$ cat src/design/lrus_pkg.sv
// Shared types and constants for the LRU key set unit.
package lrus_pkg;

  // Request kinds carried on in_kind.
  localparam logic [1:0] KIND_ADD    = 2'd0;
  localparam logic [1:0] KIND_REMOVE = 2'd1;
  localparam logic [1:0] KIND_LOOKUP = 2'd2;

  // Capacity register value after reset.
  localparam logic [4:0] CFG_CAP_RESET = 5'd16;

  // Commands broadcast to every cell when a request commits.
  typedef enum logic [2:0] {
    UPD_NONE    = 3'd0,
    UPD_TOUCH   = 3'd1,
    UPD_INSERT  = 3'd2,
    UPD_REPLACE = 3'd3,
    UPD_REMOVE  = 3'd4
  } upd_op_t;

  // Control part of the search record that travels down the cell chain.
  typedef struct packed {
    logic active;
    logic hit;
    logic free_found;
    logic ev_found;
  } scan_ctl_t;

endpackage

$ cat src/design/lrus_cell.sv
// One storage cell of the LRU key set: key, valid mark, recency rank and a search stage.
module lrus_cell #(
  parameter int KEY_BITS  = 32,
  parameter int RANK_BITS = 4
) (
  input  logic                  clk,
  input  logic                  rst_n,
  input  lrus_pkg::scan_ctl_t   scan_ctl_i,
  input  logic [KEY_BITS-1:0]   scan_key_i,
  input  logic [RANK_BITS-1:0]  scan_rank_i,
  input  logic [KEY_BITS-1:0]   scan_evkey_i,
  output lrus_pkg::scan_ctl_t   scan_ctl_o,
  output logic [KEY_BITS-1:0]   scan_key_o,
  output logic [RANK_BITS-1:0]  scan_rank_o,
  output logic [KEY_BITS-1:0]   scan_evkey_o,
  input  lrus_pkg::upd_op_t     upd_op_i,
  input  logic [RANK_BITS-1:0]  upd_rank_i,
  input  logic [RANK_BITS-1:0]  ev_rank_i,
  input  logic [KEY_BITS-1:0]   upd_key_i
);

  logic [KEY_BITS-1:0]  key_r, key_nxt;
  logic                 valid_r, valid_nxt;
  logic [RANK_BITS-1:0] rank_r, rank_nxt;
  logic                 hit_f_r;
  logic                 claim_f_r;
  lrus_pkg::scan_ctl_t  scan_ctl_r, scan_ctl_nxt;
  logic [KEY_BITS-1:0]  scan_key_r;
  logic [RANK_BITS-1:0] scan_rank_r;
  logic [KEY_BITS-1:0]  scan_evkey_r;
  logic                 own_hit;
  logic                 own_ev;

  assign own_hit = valid_r && (key_r == scan_key_i);
  assign own_ev  = valid_r && (rank_r == ev_rank_i);

  always_comb begin
    scan_ctl_nxt.active     = scan_ctl_i.active;
    scan_ctl_nxt.hit        = scan_ctl_i.hit | own_hit;
    scan_ctl_nxt.free_found = scan_ctl_i.free_found | ~valid_r;
    scan_ctl_nxt.ev_found   = scan_ctl_i.ev_found | own_ev;
  end

  // Apply the committed command; ranks of the other valid cells shift by one.
  always_comb begin
    key_nxt   = key_r;
    valid_nxt = valid_r;
    rank_nxt  = rank_r;
    case (upd_op_i)
      lrus_pkg::UPD_TOUCH: begin
        if (hit_f_r) begin
          rank_nxt = '0;
        end else if (valid_r && (rank_r < upd_rank_i)) begin
          rank_nxt = rank_r + RANK_BITS'(1);
        end
      end
      lrus_pkg::UPD_INSERT: begin
        if (claim_f_r) begin
          key_nxt   = upd_key_i;
          valid_nxt = 1'b1;
          rank_nxt  = '0;
        end else if (valid_r) begin
          rank_nxt = rank_r + RANK_BITS'(1);
        end
      end
      lrus_pkg::UPD_REPLACE: begin
        if (own_ev) begin
          key_nxt  = upd_key_i;
          rank_nxt = '0;
        end else if (valid_r) begin
          rank_nxt = rank_r + RANK_BITS'(1);
        end
      end
      lrus_pkg::UPD_REMOVE: begin
        if (hit_f_r) begin
          valid_nxt = 1'b0;
        end else if (valid_r && (rank_r > upd_rank_i)) begin
          rank_nxt = rank_r - RANK_BITS'(1);
        end
      end
      default: begin
      end
    endcase
  end

  always_ff @(posedge clk) begin
    if (!rst_n) begin
      valid_r    <= 1'b0;
      scan_ctl_r <= '0;
    end else begin
      valid_r    <= valid_nxt;
      scan_ctl_r <= scan_ctl_nxt;
    end
  end

  always_ff @(posedge clk) begin
    key_r  <= key_nxt;
    rank_r <= rank_nxt;
    if (scan_ctl_i.active) begin
      hit_f_r      <= own_hit;
      claim_f_r    <= ~valid_r & ~scan_ctl_i.free_found;
      scan_key_r   <= scan_key_i;
      scan_rank_r  <= own_hit ? rank_r : scan_rank_i;
      scan_evkey_r <= own_ev ? key_r : scan_evkey_i;
    end
  end

  assign scan_ctl_o   = scan_ctl_r;
  assign scan_key_o   = scan_key_r;
  assign scan_rank_o  = scan_rank_r;
  assign scan_evkey_o = scan_evkey_r;

endmodule

$ cat src/design/lru_set_unit.sv
// Top level of the LRU key set: request control, capacity register and the cell chain.
//
// The unit holds up to CAPACITY keys in a row of cells, each with a valid mark and a
// recency rank (0 is most recent). A request adds, removes or looks up one key and
// yields exactly one result reporting presence, a remove of a missing key, an eviction
// with the evicted key, and the occupancy afterwards. A request is searched by a record
// that walks down the cell chain one cell per clock, gathering the hit, its rank, the
// lowest free cell and the least recent key; the controller then decides and broadcasts
// one update command to all cells in a single cycle. The result is registered when the
// request commits, and a commit waits while an earlier result is held and not taken;
// no new request is accepted until the current one has committed. One request is in
// flight at a time, but a finished result waits in the output register while the next
// request is accepted and searched. The capacity register may be written at any time
// the unit is idle; a value of 0 acts as 1 and a value above CAPACITY acts as CAPACITY.
// All valid marks clear at reset, so no clearing pass is needed.
module lru_set_unit #(
  parameter int CAPACITY = 16,
  parameter int KEY_BITS = 32
) (
  input  logic        clk,
  input  logic        rst_n,
  input  logic        in_valid,
  output logic        in_ready,
  input  logic [1:0]  in_kind,
  input  logic [31:0] in_key,
  output logic        out_valid,
  input  logic        out_ready,
  output logic        out_was_present,
  output logic        out_not_found_error,
  output logic        out_evicted,
  output logic [31:0] out_evicted_key,
  output logic [4:0]  out_occupancy,
  input  logic        cfg_valid,
  output logic        cfg_ready,
  input  logic [4:0]  cfg_capacity_in_use
);

  localparam int RANK_BITS = (CAPACITY > 1) ? $clog2(CAPACITY) : 1;
  localparam int CNT_BITS  = $clog2(CAPACITY + 1);
  localparam int KEXT_BITS = (KEY_BITS > 32) ? KEY_BITS : 32;
  localparam int CMP_BITS  = (CNT_BITS > 5) ? CNT_BITS : 5;

  typedef enum logic [2:0] {
    ST_IDLE   = 3'b001,
    ST_SCAN   = 3'b010,
    ST_COMMIT = 3'b100
  } state_t;

  state_t                state_r, state_nxt;
  logic [1:0]            req_kind_r;
  logic [KEY_BITS-1:0]   req_key_r;
  lrus_pkg::scan_ctl_t   inj_r;
  logic [CNT_BITS-1:0]   cnt_r, cnt_nxt;
  logic [4:0]            cfg_r;
  logic                  res_hit_r;
  logic                  res_free_r;
  logic [RANK_BITS-1:0]  res_rank_r;
  logic [KEY_BITS-1:0]   res_evkey_r;

  logic                  out_valid_r;
  logic                  out_was_present_r;
  logic                  out_not_found_error_r;
  logic                  out_evicted_r;
  logic [31:0]           out_evicted_key_r;
  logic [4:0]            out_occupancy_r;

  logic                  in_accept;
  logic                  commit;
  logic [KEXT_BITS-1:0]  in_key_ext;
  logic [KEXT_BITS-1:0]  evkey_ext;
  logic [CMP_BITS-1:0]   occ_ext;
  logic [CNT_BITS-1:0]   eff_cap;
  logic [CNT_BITS-1:0]   cnt_m1;
  logic                  evict_now;

  lrus_pkg::upd_op_t     dec_op;
  lrus_pkg::upd_op_t     upd_op;
  logic                  dec_present;
  logic                  dec_err;
  logic                  dec_ev;

  // Chain wiring: element 0 is fed by the controller, element CAPACITY leaves the last cell.
  lrus_pkg::scan_ctl_t   ch_ctl   [CAPACITY+1];
  logic [KEY_BITS-1:0]   ch_key   [CAPACITY+1];
  logic [RANK_BITS-1:0]  ch_rank  [CAPACITY+1];
  logic [KEY_BITS-1:0]   ch_evkey [CAPACITY+1];
  logic [CAPACITY-1:0]   ch_active;

  assign in_ready  = (state_r == ST_IDLE);
  assign in_accept = in_valid && in_ready;
  assign cfg_ready = 1'b1;
  assign commit    = (state_r == ST_COMMIT) && (!out_valid_r || out_ready);

  // Only the low KEY_BITS bits of a key take part.
  assign in_key_ext = KEXT_BITS'(in_key);

  // Capacity in effect, clamped to the range 1 to CAPACITY.
  always_comb begin
    if (CMP_BITS'(cfg_r) > CMP_BITS'(CAPACITY)) begin
      eff_cap = CNT_BITS'(CAPACITY);
    end else if (cfg_r == 5'd0) begin
      eff_cap = CNT_BITS'(1);
    end else begin
      eff_cap = CNT_BITS'(cfg_r);
    end
  end

  // The least recent valid cell holds rank count - 1.
  assign cnt_m1    = cnt_r - CNT_BITS'(1);
  assign evict_now = (cnt_r >= eff_cap);

  // Decide what the request does once the search record has returned.
  always_comb begin
    dec_op      = lrus_pkg::UPD_NONE;
    dec_present = 1'b0;
    dec_err     = 1'b0;
    dec_ev      = 1'b0;
    cnt_nxt     = cnt_r;
    unique case (req_kind_r)
      lrus_pkg::KIND_ADD: begin
        if (res_hit_r) begin
          dec_present = 1'b1;
          dec_op      = lrus_pkg::UPD_TOUCH;
        end else if (evict_now) begin
          // The new key takes over the least recent cell, so occupancy is unchanged.
          dec_ev = 1'b1;
          dec_op = lrus_pkg::UPD_REPLACE;
        end else begin
          dec_op  = lrus_pkg::UPD_INSERT;
          cnt_nxt = cnt_r + CNT_BITS'(1);
        end
      end
      lrus_pkg::KIND_REMOVE: begin
        if (res_hit_r) begin
          dec_present = 1'b1;
          dec_op      = lrus_pkg::UPD_REMOVE;
          cnt_nxt     = cnt_r - CNT_BITS'(1);
        end else begin
          dec_err = 1'b1;
        end
      end
      lrus_pkg::KIND_LOOKUP: begin
        if (res_hit_r) begin
          dec_present = 1'b1;
          dec_op      = lrus_pkg::UPD_TOUCH;
        end
      end
      default: begin
      end
    endcase
  end

  assign upd_op    = commit ? dec_op : lrus_pkg::UPD_NONE;
  assign evkey_ext = KEXT_BITS'(res_evkey_r);
  assign occ_ext   = CMP_BITS'(cnt_nxt);

  always_comb begin
    state_nxt = state_r;
    unique case (state_r)
      ST_IDLE: begin
        if (in_accept) begin
          state_nxt = ST_SCAN;
        end
      end
      ST_SCAN: begin
        if (ch_ctl[CAPACITY].active) begin
          state_nxt = ST_COMMIT;
        end
      end
      ST_COMMIT: begin
        if (commit) begin
          state_nxt = ST_IDLE;
        end
      end
      default: begin
        state_nxt = ST_IDLE;
      end
    endcase
  end

  always_ff @(posedge clk) begin
    if (!rst_n) begin
      state_r     <= ST_IDLE;
      inj_r       <= '0;
      cnt_r       <= '0;
      cfg_r       <= lrus_pkg::CFG_CAP_RESET;
      out_valid_r <= 1'b0;
    end else begin
      state_r <= state_nxt;
      inj_r   <= '{active: in_accept, default: 1'b0};
      if (cfg_valid) begin
        cfg_r <= cfg_capacity_in_use;
      end
      if (commit) begin
        cnt_r       <= cnt_nxt;
        out_valid_r <= 1'b1;
      end else if (out_ready) begin
        out_valid_r <= 1'b0;
      end
    end
  end

  always_ff @(posedge clk) begin
    if (in_accept) begin
      req_kind_r <= in_kind;
      req_key_r  <= in_key_ext[KEY_BITS-1:0];
    end
    if ((state_r == ST_SCAN) && ch_ctl[CAPACITY].active) begin
      res_hit_r   <= ch_ctl[CAPACITY].hit;
      res_free_r  <= ch_ctl[CAPACITY].free_found;
      res_rank_r  <= ch_rank[CAPACITY];
      res_evkey_r <= ch_evkey[CAPACITY];
    end
    if (commit) begin
      out_was_present_r     <= dec_present;
      out_not_found_error_r <= dec_err;
      out_evicted_r         <= dec_ev;
      out_evicted_key_r     <= dec_ev ? evkey_ext[31:0] : 32'd0;
      out_occupancy_r       <= occ_ext[4:0];
    end
  end

  assign ch_ctl[0]   = inj_r;
  assign ch_key[0]   = req_key_r;
  assign ch_rank[0]  = '0;
  assign ch_evkey[0] = '0;

  for (genvar i = 0; i < CAPACITY; i++) begin : g_cell
    lrus_cell #(
      .KEY_BITS  (KEY_BITS),
      .RANK_BITS (RANK_BITS)
    ) u_cell (
      .clk          (clk),
      .rst_n        (rst_n),
      .scan_ctl_i   (ch_ctl[i]),
      .scan_key_i   (ch_key[i]),
      .scan_rank_i  (ch_rank[i]),
      .scan_evkey_i (ch_evkey[i]),
      .scan_ctl_o   (ch_ctl[i+1]),
      .scan_key_o   (ch_key[i+1]),
      .scan_rank_o  (ch_rank[i+1]),
      .scan_evkey_o (ch_evkey[i+1]),
      .upd_op_i     (upd_op),
      .upd_rank_i   (res_rank_r),
      .ev_rank_i    (cnt_m1[RANK_BITS-1:0]),
      .upd_key_i    (req_key_r)
    );
    assign ch_active[i] = ch_ctl[i+1].active;
  end

  assign out_valid           = out_valid_r;
  assign out_was_present     = out_was_present_r;
  assign out_not_found_error = out_not_found_error_r;
  assign out_evicted         = out_evicted_r;
  assign out_evicted_key     = out_evicted_key_r;
  assign out_occupancy       = out_occupancy_r;

  // Only one search record may be in the chain at any time.
  a_one_record: assert property (@(posedge clk) disable iff (!rst_n)
    $onehot0({inj_r.active, ch_active}))
    else $error("more than one search record in the cell chain");

  // A nonempty set always has a cell holding the least recent rank.
  a_lru_found: assert property (@(posedge clk) disable iff (!rst_n)
    (ch_ctl[CAPACITY].active && (cnt_r != '0)) |-> ch_ctl[CAPACITY].ev_found)
    else $error("no least recent cell found in a nonempty set");

  // An insert without eviction must have found a free cell.
  a_free_cell: assert property (@(posedge clk) disable iff (!rst_n)
    (commit && (dec_op == lrus_pkg::UPD_INSERT)) |-> res_free_r)
    else $error("insert committed with no free cell");

  // Occupancy never exceeds the number of cells.
  a_count_range: assert property (@(posedge clk) disable iff (!rst_n)
    CMP_BITS'(cnt_r) <= CMP_BITS'(CAPACITY))
    else $error("occupancy above capacity");

  // A result is produced only from a committed request.
  a_out_from_commit: assert property (@(posedge clk) disable iff (!rst_n)
    $rose(out_valid_r) |-> $past(state_r == ST_COMMIT))
    else $error("result raised without a commit");

endmodule
$ cat config.mk
export PLATFORM = sky130hd
export DESIGN_NAME = lru_set_unit
export DESIGN_NICKNAME = d
export VERILOG_FILES = /design/src/design/lrus_pkg.sv /design/src/design/lrus_cell.sv /design/src/design/lru_set_unit.sv
export SDC_FILE = /design/constraint.sdc
export NUM_CORES = 2
export LEC_CHECK = 0
export ABC_CLOCK_PERIOD_IN_PS = 11500
export BUFFER_PORTS_ARGS = -buffer_cell sky130_fd_sc_hd__buf_4
export CELL_PAD_IN_SITES_DETAIL_PLACEMENT = 0
export CELL_PAD_IN_SITES_GLOBAL_PLACEMENT = 1
export CORE_UTILIZATION = 49
export CTS_CLUSTER_DIAMETER = 40
export DETAILED_ROUTE_END_ITERATION = 12
export PLACE_DENSITY_LB_ADDON = 0.1
export SYNTH_ARGS = -nofsm -noshare
export SYNTH_HDL_FRONTEND = slang
export SYNTH_HIERARCHICAL = 1
export SYNTH_SLANG_ARGS = --single-unit
$ cat constraint.sdc
create_clock -name clk -period 11.5 [get_ports clk]
set_clock_uncertainty 0.05 [all_clocks]
set_input_delay 1.725 -clock clk [delete_from_list [all_inputs] [get_ports clk]]
set_output_delay 1.725 -clock clk [all_outputs]
set_load 0.02 [all_outputs]
==> results by group <==
Layout
  – Commonest cells after routing, fill and taps aside: edfxtp_1, mux2_2, xor2_1
  – Fill cell count: 12000
  – Proportion of layout cells with a drive suffix above 1: 0.214
  – Nets@finish: ~5100
  – Area growth syn-to-layout: 16.6%
  – Reg area: between 50000 and 60000 um2
  – Final Non-Filler Cells: roughly 7300
  – Most common cell after layout, fill and taps aside: edfxtp_1
  – Footprint of the multi-input gates: around 21000 um2

Worst hold path
  – Hold depth: 0
  – Hold Crit Class: register to register
  – Hold path start: g_cell[15].u_cell/scan_evkey_o[8]
  – Hold endpoint: evkey_ext[8]

Power and ir drop
  – Clock network power share: 0.520
  – Pwr Density: around 180 nW/um2
  – Leakage: roughly 30 nW
  – Flop pwr share: 0.469
  – Sw Share: 0.197
  – VDD IR-drop max: 0.148 mV
  – Combinational share of power: 0.011
  – NetSw: around 0.0031 W
  – Total power: about 0.016 W
  – Pint: 0.0127 W

Timing
  – Max Clock Freq: between 0.2 and 0.25 GHz
  – Setup TNS: 0 ns
  – Worst rel slew slack: 0.201
  – Tightest Pin Transition: roughly 1.2 ns
  – Hold Vio Cnt, Final: 0
  – Setup slack after layout: 6.68 ns
  – Max Slew Vio Count: 0
  – # setup viols final: 0
  – Final Cycle Share: 0.419
  – RSZ-0062 raised after global routing: no
  – Minimum clock period: between 4 and 5 ns

Drt
  – WL per Instance: roughly 22 um
  – Total vias in the final route: about 38000
  – Detail Route Antenna Nets: 0
  – Via/cell ratio: between 5 and 6
  – DRT Wirelength: 160 mm
  – DR DRC count: 0
  – Iteration-0 DRC Markers: 2356
  – DRT Pass-1 Iters: 5

Clocking
  – Clk sinks: between 1500 and 2000
  – Post-CTS Hold Fix Bufs: 0
  – Clock buffer depth: 4
  – Post-CTS Setup Bufs: 0
  – Clock-pin slew on the worst setup and hold paths: 0.05 ns
  – CTS root buf: clkbuf_16
  – TritonCTS clock tree: done
  – Total CTS buffers: 279
  – Clock Latency Late Sink: between 0.8 and 0.9 ns
  – PostCTS Resize Cnt: 0
  – H-tree depth: 5

Critical path
  – WP data required: between 10 and 15 ns
  – CP arrival: approximately 5.5 ns
  – Crit end category: register
  – R2R setup slack: between 7 and 8 ns
  – Path depth of the worst reg2reg path: 10
  – Crit Path Class: primary input to register
  – Largest fanout on the critical path: between 50 and 60
  – CP startpoint kind: primary input
  – Reg-to-Reg Start: cnt_r[2]
  – Setup crit start: out_ready
  – Worst flop-to-flop path endpoint: g_cell[4].u_cell/rank_r[2]

Floorplan
  – Rows: around 150
  – Initial core utilization: 0.494
  – Die Ht: between 300 and 400 um
  – Io pins: 87
  – Core area: roughly 160000 um2
  – Die area: about 160000 um2
  – Width of the die: between 300 and 400 um

Outcome
  – Status: completed

Synth
  – Yosys warns: 6
  – Syn Area/Cell: about 17 um2
  – Syn Inst Count: roughly 4600
  – Synth Cell Area: a little under 80000 um2

Placement
  – RD Place Congestion: between 0.8 and 0.9
  – HPWL Detailed: around 110 mm
  – Inst Count DP: between 6000 and 7000
  – IO buf count: 85
  – DP Worst Slack: approximately 5.9 ns

Flow run
  – # Max-Cap Violations: 0

Global route
  – Vias in the first global route: 39900
  – Largest net degree at the start of global routing: approximately 120
  – Total congestion overflow: 0
  – First-pass GRT wire length: between 200 and 250 mm
  – Antenna violations before repair: 11
  – GRT Overall Usage: 0.203
[stage by stage]
| step | util | cell area (um2) | hold WS (ns) |
|---|---|---|---|
| 2_1_floorplan | - | 77200 | 0.336 |
| 3_3_place_gp | 0.517 | 80700 | 0.352 |
| 3_5_place_dp | 0.517 | 80700 | 0.355 |
| 4_1_cts | 0.575 | 89900 | 0.360 |
| 5_1_grt | 0.575 | 89900 | 0.365 |
| 6_report | 0.576 | 89900 | 0.352 |
[cell type report]
type,count,area share
sequential,1853,0.611
multi-input combinational,2570,0.239
antenna,7,0.000195
tap,2058,0.0286
timing repair buffer,180,0.0153
clock inverter,159,0.0212
clock buffer,314,0.0805
inverter,117,0.00488
[worst max-delay path, cell delays in order]
cell	delay, ns
buf_4	0.08
nand2b_1	0.17
nand2_1	0.30
nor2_4	0.62
buf_4	0.47
buf_4	0.60
nor3b_1	0.29
nor3_1	0.70
o2bb2ai_1	0.20
o2bb2ai_1	0.14
a311o_1	0.13
[power groups by stage]
stage | Sequential [W] | Combinational [W] | Clock (W)
after floorplan | 0.00757 | 0.0000555 | 0
after global placement | 0.00758 | 0.000169 | 0
after detailed placement | 0.00758 | 0.000172 | 0
after CTS | 0.00744 | 0.000174 | 0.00843
after global routing | 0.00744 | 0.000187 | 0.00871
final | 0.00745 | 0.000170 | 0.00825
[worst max path at each step]
stage	slack (ns)	endpoint
2_1_floorplan	0.67	g_cell[5].u_cell/key_r[0]
3_3_place_gp	5.98	g_cell[4].u_cell/rank_r[3]
3_5_place_dp	5.87	g_cell[0].u_cell/key_r[10]
4_1_cts	6.79	g_cell[0].u_cell/key_r[21]
5_1_grt	6.42	g_cell[4].u_cell/rank_r[3]
6_report	6.68	g_cell[4].u_cell/rank_r[3]
[metal layers]
metal	GRT usage	vias up	part of all wire
met5	0	-	0
met4	0.0699	0	0.030
met3	0.0289	321	0.034
met2	0.327	745	0.47
met1	0.283	18700	0.47
li1	-	18500	-
[flip-flops by register name, summed over array words and instances, names as in the netlist, 47 cells and up]
register / flops
g_cell.u_cell/scan_rank_o: 64
g_cell.u_cell/scan_key_o: 480
g_cell.u_cell/scan_evkey_o: 512
g_cell.u_cell/scan_ctl_o: 47
g_cell.u_cell/key_r: 512
g_cell.u_cell/rank_r: 64
No activity file was read; power rests on OpenSTA's default activity.
